==> src/rtl/psc_pkg.sv <==
// shared types, register indexes and constants of the pressure sensor compensation block
package psc_pkg;

	// register indexes on the configuration port (byte address is four times the index)
	localparam logic [2:0] REG_C1   = 3'd0;
	localparam logic [2:0] REG_C2   = 3'd1;
	localparam logic [2:0] REG_C3   = 3'd2;
	localparam logic [2:0] REG_C4   = 3'd3;
	localparam logic [2:0] REG_C5   = 3'd4;
	localparam logic [2:0] REG_C6   = 3'd5;
	localparam logic [2:0] REG_SALT = 3'd6;

	// output limits
	localparam logic signed [19:0] TEMP_LO  = -20'sd10000;
	localparam logic signed [19:0] TEMP_HI  = 20'sd20000;
	localparam logic signed [28:0] PRES_HI  = 29'sd300000;
	localparam logic signed [20:0] DEPTH_LO = -21'sd11000;
	localparam logic signed [20:0] DEPTH_HI = 21'sd300000;

	// depth scale factors and surface pressure offset (2 x 1013.25 mbar in 0.1 mbar)
	localparam logic [16:0] K_FRESH = 17'd66828;
	localparam logic [16:0] K_SALT  = 17'd65176;
	localparam logic signed [20:0] SURFACE_2P = 21'sd20265;

	// calibration words as held in the register bank
	typedef struct packed {
		logic [15:0] c1;
		logic [15:0] c2;
		logic [15:0] c3;
		logic [15:0] c4;
		logic [15:0] c5;
		logic [15:0] c6;
		logic        salt;
	} cal_t;

	// hand-over from the compensation stages to the pressure stages
	typedef struct packed {
		logic [23:0]        d1;
		logic signed [39:0] off2;
		logic signed [39:0] sens2;
		logic signed [15:0] temp;
	} comp_t;

endpackage

==> src/rtl/psc_pres.sv <==
// stages six to twelve: pressure from D1, SENS2 and OFF2, then depth and the output register
module psc_pres (
	input  logic                 clk,
	input  logic                 arst_n,
	input  logic                 salt,
	input  logic                 up_valid,
	output logic                 up_ready,
	input  psc_pkg::comp_t       up_data,
	output logic                 res_valid,
	input  logic                 res_stall,
	output logic signed [15:0]   temperature_centi_c,
	output logic [18:0]          pressure_tenth_mbar,
	output logic signed [19:0]   depth_mm
);

	// stage enables
	logic adv_s6, adv_s7, adv_s8, adv_s9, adv_s10, adv_s11, adv_s12;
	logic vld_s6, vld_s7, vld_s8, vld_s9, vld_s10, vld_s11, vld_s12;

	assign adv_s12  = !vld_s12 || !res_stall;
	assign adv_s11  = !vld_s11 || adv_s12;
	assign adv_s10  = !vld_s10 || adv_s11;
	assign adv_s9   = !vld_s9 || adv_s10;
	assign adv_s8   = !vld_s8 || adv_s9;
	assign adv_s7   = !vld_s7 || adv_s8;
	assign adv_s6   = !vld_s6 || adv_s7;
	assign up_ready = adv_s6;

	// valid bits
	always_ff @(posedge clk or negedge arst_n) begin
		if (!arst_n) begin
			vld_s6  <= 1'b0;
			vld_s7  <= 1'b0;
			vld_s8  <= 1'b0;
			vld_s9  <= 1'b0;
			vld_s10 <= 1'b0;
			vld_s11 <= 1'b0;
			vld_s12 <= 1'b0;
		end else begin
			if (adv_s6)  vld_s6  <= up_valid;
			if (adv_s7)  vld_s7  <= vld_s6;
			if (adv_s8)  vld_s8  <= vld_s7;
			if (adv_s9)  vld_s9  <= vld_s8;
			if (adv_s10) vld_s10 <= vld_s9;
			if (adv_s11) vld_s11 <= vld_s10;
			if (adv_s12) vld_s12 <= vld_s11;
		end
	end

	// stage 6: D1 * SENS2 as two partial products on a 20-bit split
	logic [43:0]        pp_lo_s6;
	logic signed [44:0] pp_hi_s6;
	logic signed [39:0] off2_s6;
	logic signed [15:0] temp_s6;

	always_ff @(posedge clk) begin
		if (adv_s6) begin
			pp_lo_s6 <= up_data.d1 * up_data.sens2[19:0];
			pp_hi_s6 <= $signed({1'b0, up_data.d1}) * $signed(up_data.sens2[39:20]);
			off2_s6  <= up_data.off2;
			temp_s6  <= up_data.temp;
		end
	end

	// stage 7: recombine the partial products
	logic signed [63:0] full_s7;
	logic signed [39:0] off2_s7;
	logic signed [15:0] temp_s7;

	always_ff @(posedge clk) begin
		if (adv_s7) begin
			full_s7 <= $signed({pp_hi_s6[43:0], 20'd0}) + $signed({20'd0, pp_lo_s6});
			off2_s7 <= off2_s6;
			temp_s7 <= temp_s6;
		end
	end

	// stage 8: divide by 2^21 toward zero
	logic signed [63:0] full_b, full_q;
	logic signed [42:0] q1_s8;
	logic signed [39:0] off2_s8;
	logic signed [15:0] temp_s8;

	assign full_b = full_s7 + (full_s7[63] ? 64'sd2097151 : 64'sd0);
	assign full_q = full_b >>> 21;

	always_ff @(posedge clk) begin
		if (adv_s8) begin
			q1_s8   <= full_q[42:0];
			off2_s8 <= off2_s7;
			temp_s8 <= temp_s7;
		end
	end

	// stage 9: subtract OFF2
	logic signed [43:0] x_s9;
	logic signed [15:0] temp_s9;

	always_ff @(posedge clk) begin
		if (adv_s9) begin
			x_s9    <= $signed({q1_s8[42], q1_s8}) - $signed({{4{off2_s8[39]}}, off2_s8});
			temp_s9 <= temp_s8;
		end
	end

	// stage 10: divide by 2^15 toward zero and saturate
	logic signed [43:0] x_b, x_q;
	logic signed [28:0] p_n;
	logic [18:0]        p_sat;
	logic [18:0]        pres_s10;
	logic signed [15:0] temp_s10;

	assign x_b = x_s9 + (x_s9[43] ? 44'sd32767 : 44'sd0);
	assign x_q = x_b >>> 15;
	assign p_n = x_q[28:0];

	always_comb begin
		priority if (p_n[28]) begin
			p_sat = 19'd0;
		end else if (p_n > psc_pkg::PRES_HI) begin
			p_sat = psc_pkg::PRES_HI[18:0];
		end else begin
			p_sat = p_n[18:0];
		end
	end

	always_ff @(posedge clk) begin
		if (adv_s10) begin
			pres_s10 <= p_sat;
			temp_s10 <= temp_s9;
		end
	end

	// stage 11: depth product (2P - surface) * K
	logic signed [20:0] m_n;
	logic [16:0]        k_sel;
	logic signed [37:0] dprod_s11;
	logic [18:0]        pres_s11;
	logic signed [15:0] temp_s11;

	assign m_n   = $signed({1'b0, pres_s10, 1'b0}) - psc_pkg::SURFACE_2P;
	assign k_sel = salt ? psc_pkg::K_SALT : psc_pkg::K_FRESH;

	always_ff @(posedge clk) begin
		if (adv_s11) begin
			dprod_s11 <= m_n * $signed({1'b0, k_sel});
			pres_s11  <= pres_s10;
			temp_s11  <= temp_s10;
		end
	end

	// stage 12: floor shift by 17, saturate, output register
	logic signed [37:0] dq;
	logic signed [20:0] d_n;
	logic signed [19:0] d_sat;
	logic signed [19:0] depth_s12;
	logic [18:0]        pres_s12;
	logic signed [15:0] temp_s12;

	assign dq  = dprod_s11 >>> 17;
	assign d_n = dq[20:0];

	always_comb begin
		priority if (d_n < psc_pkg::DEPTH_LO) begin
			d_sat = psc_pkg::DEPTH_LO[19:0];
		end else if (d_n > psc_pkg::DEPTH_HI) begin
			d_sat = psc_pkg::DEPTH_HI[19:0];
		end else begin
			d_sat = d_n[19:0];
		end
	end

	always_ff @(posedge clk) begin
		if (adv_s12) begin
			depth_s12 <= d_sat;
			pres_s12  <= pres_s11;
			temp_s12  <= temp_s11;
		end
	end

	assign res_valid           = vld_s12;
	assign temperature_centi_c = temp_s12;
	assign pressure_tenth_mbar = pres_s12;
	assign depth_mm            = depth_s12;

	// checks
	a_pres_range: assert property (@(posedge clk) disable iff (!arst_n)
		vld_s12 |-> (pres_s12 <= psc_pkg::PRES_HI[18:0]))
		else $error("pressure beyond saturation limit");

	a_depth_range: assert property (@(posedge clk) disable iff (!arst_n)
		vld_s12 |-> ((depth_s12 >= $signed(psc_pkg::DEPTH_LO[19:0])) &&
			(depth_s12 <= $signed(psc_pkg::DEPTH_HI[19:0]))))
		else $error("depth beyond saturation limit");

	a_last_move: assert property (@(posedge clk) disable iff (!arst_n)
		(vld_s11 && adv_s12) |=> vld_s12)
		else $error("transaction lost entering output register");

	a_block_full: assert property (@(posedge clk) disable iff (!arst_n)
		!adv_s6 |-> (vld_s6 && vld_s7 && vld_s8 && vld_s9))
		else $error("stage blocked with a bubble ahead");

endmodule
==> config.mk <==
export PLATFORM = sky130hd
export DESIGN_NAME = psc_pres
export DESIGN_NICKNAME = d
export VERILOG_FILES = /design/src/rtl/psc_pkg.sv /design/src/rtl/psc_pres.sv
export SDC_FILE = /design/constraint.sdc
export NUM_CORES = 2
export LEC_CHECK = 0
export BUFFER_PORTS_ARGS = -buffer_cell sky130_fd_sc_hd__buf_4
export CAP_MARGIN = 20
export CORE_AREA = 2 2 404 406
export DETAILED_ROUTE_END_ITERATION = 8
export DIE_AREA = 0 0 406 408
export GPL_ROUTABILITY_DRIVEN = 1
export SLEW_MARGIN = 10
export SYNTH_ARGS = -nofsm -noshare
export SYNTH_HDL_FRONTEND = slang
export SYNTH_SLANG_ARGS = --single-unit
==> constraint.sdc <==
create_clock -name clk -period 23.1 [get_ports clk]
set_input_delay 1.155 -clock clk [delete_from_list [all_inputs] [get_ports clk]]
set_output_delay 1.155 -clock clk [all_outputs]
set_load 0.01 [all_outputs]
==> results.toml <==
[place]
hpwl_um = 114800
port_buffers = 181
place_congestion = 0.8803

[critical_path]
critical-path-top-delay-family = "adder cells"
cp.arrival_ps = 9090
crit_path_frequent_cell = "fa_1"
required_ps = 23480
cp_slowest_cell = "xor2_1"
critPathBufInv = 5
crit_path_max_incr_delay_ps = 730
end_kind = "register"
rr_worst_depth = 29
crit_path_max_fanout = 9
critPathLaunchType = "register"
crit_type = "register to register"
cp.depth = 29

[route]
finalWirelength_um = 148800
num_vias = 41177
drt_iter0_markers = 1950
first_pass_iters = 5
post_drt_via_cell_ratio = 4.925
wl_per_cell_um = 17.80
drc = 0
ant_nets = 0

[global_routing]
grt_start_max_net_pins = 115
globalRouteOverflowTotal = 0
grt_pass1_wl_um = 241000
antenna_found_initial = 6
track_usage = 0.1848
grt_pass1_vias = 44672

[clock_tree]
clock_path_buffers = 3
cts_tree = "yes"
cts_made_buffers = 67
cts_root_buf = "clkbuf_16"
cts_setup_buffers = 0
clk_latency_ps = 640
ctsResizeCount = 0
cts_sinks = 576
htree_levels = 3
cts_hold_buf = 0
path_clk_slew_ps = 60

[sta]
fin_crit_ps = 8710
hold_violations = 0
period_share = 0.3771
fin_worst_skew_ps = 33.14
slew_viol_final = 0
worst_slew_pin_slew_ps = 1032
slew_headroom = 0.3088
rsz0062_at_grt = "no"
setup-violations-final = 0
setup_tns_ps = 0
fmax_ghz = 0.1148

[final_layout]
layout.nets = 7823
drive_gt1_frac = 0.05596
area_growth_pct = 8.712

[flow_run]
maxCapViolations = 0

[status]
status = "finished, final reports clean"

[synthesis]
synthTopCellsByArea = "fa_1, edfxtp_1, ha_1"
synth-seq-cells = 576
synth_edf_count = 569
synth_warnings = 0
netlist.area_leader.share = 0.3084
synthArstFlopShare = 0.01215
postSynthCellCount = 6088
synthDistinctLibCells = 81
ys.flop_type = "edfxtp_1"
netlist_area_um2 = 64010
seq_area_frac_synth = 0.2697
synth.avg_cell_area_um2 = 10.51
synth_top_area_cell = "fa_1"

[die]
fp.coreArea_um2 = 161700
placement_rows = 148
die_w_um = 406
die_area_um2 = 165600
start_util = 0.3959
pin_count = 182
die_y_um = 408

[hold_path]
hold_path.class = "input port to asynchronous set/reset pin"
layout by cell type, fill, tap and decap left out, drive strengths merged, types with 19 or more instances in the layout:
master / instances
inv: 1304
fa: 986
nand2: 630
ha: 579
edfxtp: 569
and2: 462
buf: 195
xnor2: 194
nor2: 175
a21oi: 165
o21ai: 120
a21o: 88
clkbuf: 80
xor2: 78
nand3: 67
nand2b: 51
nor3: 41
nand4: 36
and3: 35
clkinv: 30
o21a: 25
nor4: 22
o21bai: 19
nor2b: 19
a31oi: 19
registers in the layout, summed over array words and instances (netlist names), 16 cells and up:
name / cells
full_s7: 64
pp_hi_s6: 44
pp_lo_s6: 44
x_s9: 44
q1_s8: 43
off2_s6: 40
off2_s7: 40
off2_s8: 40
dprod_s11: 21
depth_mm: 20
pres_s10: 19
pres_s11: 19
pressure_tenth_mbar: 19
temp_s10: 16
temp_s11: 16
temp_s6: 16
temp_s7: 16
temp_s8: 16
temp_s9: 16
temperature_centi_c: 16
per-stage QoR:
stage	hold slack (ps)	std cells	cell area, µm²	setup slack, ps	utilization
6_report	313.0	8360	69580	14390	0.4304
5_1_grt	287.7	8359	69580	13860	0.4304
4_1_cts	256.5	8357	69550	14400	0.4302
3_5_place_dp	404.5	8238	67400	14140	0.4169
3_3_place_gp	400.9	8237	67390	14070	0.4169
2_1_floorplan	400.3	6091	64020	15280	-
final cells by class:
type	count	area [µm²]
antenna	2	5.005
clock buffer	80	1788
clock inverter	39	367.9
fill	15473	92080
inverter	1300	4880
multi-input combinational	3993	41060
sequential	576	17260
tap	2175	2721
timing repair buffer	195	1496
final timing paths:
path                              start       endpoint  slack (ps)
setup / recovery            pres_s10[0]  dprod_s11[36]       14390
hold / removal                   arst_n        vld_s11         310
setup reg to reg            pres_s10[0]  dprod_s11[36]       14390
hold reg to reg            temp_s10[15]   temp_s11[15]         400
max in group asynchronous        arst_n         vld_s6       22650
min in group clk           temp_s10[15]   temp_s11[15]         400
Yosys cell counts (6+ instances only):
| cell | count |
|---|---|
| or3_1 | 15 |
| o21a_1 | 25 |
| nor4_1 | 12 |
| o31a_1 | 7 |
| and4_1 | 11 |
| a21o_1 | 88 |
| xnor2_1 | 194 |
| and2_1 | 462 |
| a31o_2 | 6 |
| dfrtp_1 | 7 |
| and3_1 | 35 |
| o21ai_1 | 7 |
| a211oi_1 | 17 |
| buf_1 | 6 |
| fa_1 | 986 |
| o21bai_1 | 19 |
| a31oi_1 | 17 |
| clkbuf_1 | 210 |
| inv_1 | 1300 |
| nand3_1 | 67 |
| nor2_1 | 175 |
| or4_1 | 7 |
| o21ai_0 | 109 |
| o2111ai_1 | 6 |
| o31ai_1 | 7 |
| nor4_2 | 10 |
| nand4_1 | 36 |
| nand2b_1 | 51 |
| nor2b_1 | 19 |
| xor2_1 | 77 |
| nor3_1 | 39 |
| edfxtp_1 | 569 |
| nand2_1 | 630 |
| a21oi_1 | 165 |
| ha_1 | 579 |
| a211o_1 | 7 |
| o211ai_1 | 8 |
| or2_2 | 10 |
logic make-up (layout without fill, tap and decap cells):
logic type,Yosys count,in the layout,share of synthesized area
mux,3,3,0.0004692
compound gates,556,556,0.05735
flops,576,576,0.2697
fa+ha+maj,1566,1566,0.4217
buf+inv,1522,1614,0.08941
other cells,2,7,0.0001173
simple gates,1591,1591,0.1239
xor+xnor,272,272,0.03734
layer usage:
layer	wire [µm]	GRT usage	share of wire	vias to the layer above
met5	0	0	0	-
met4	4169	0.05365	0.028	0
met3	7129	0.02323	0.048	233
met2	73220	0.3223	0.49	908
met1	64320	0.2397	0.43	20838
li1	-	-	-	19198
Power is left out: the tool's default activity adds up to more than one toggle a clock period on the data nets, which glitch-free logic cannot reach.
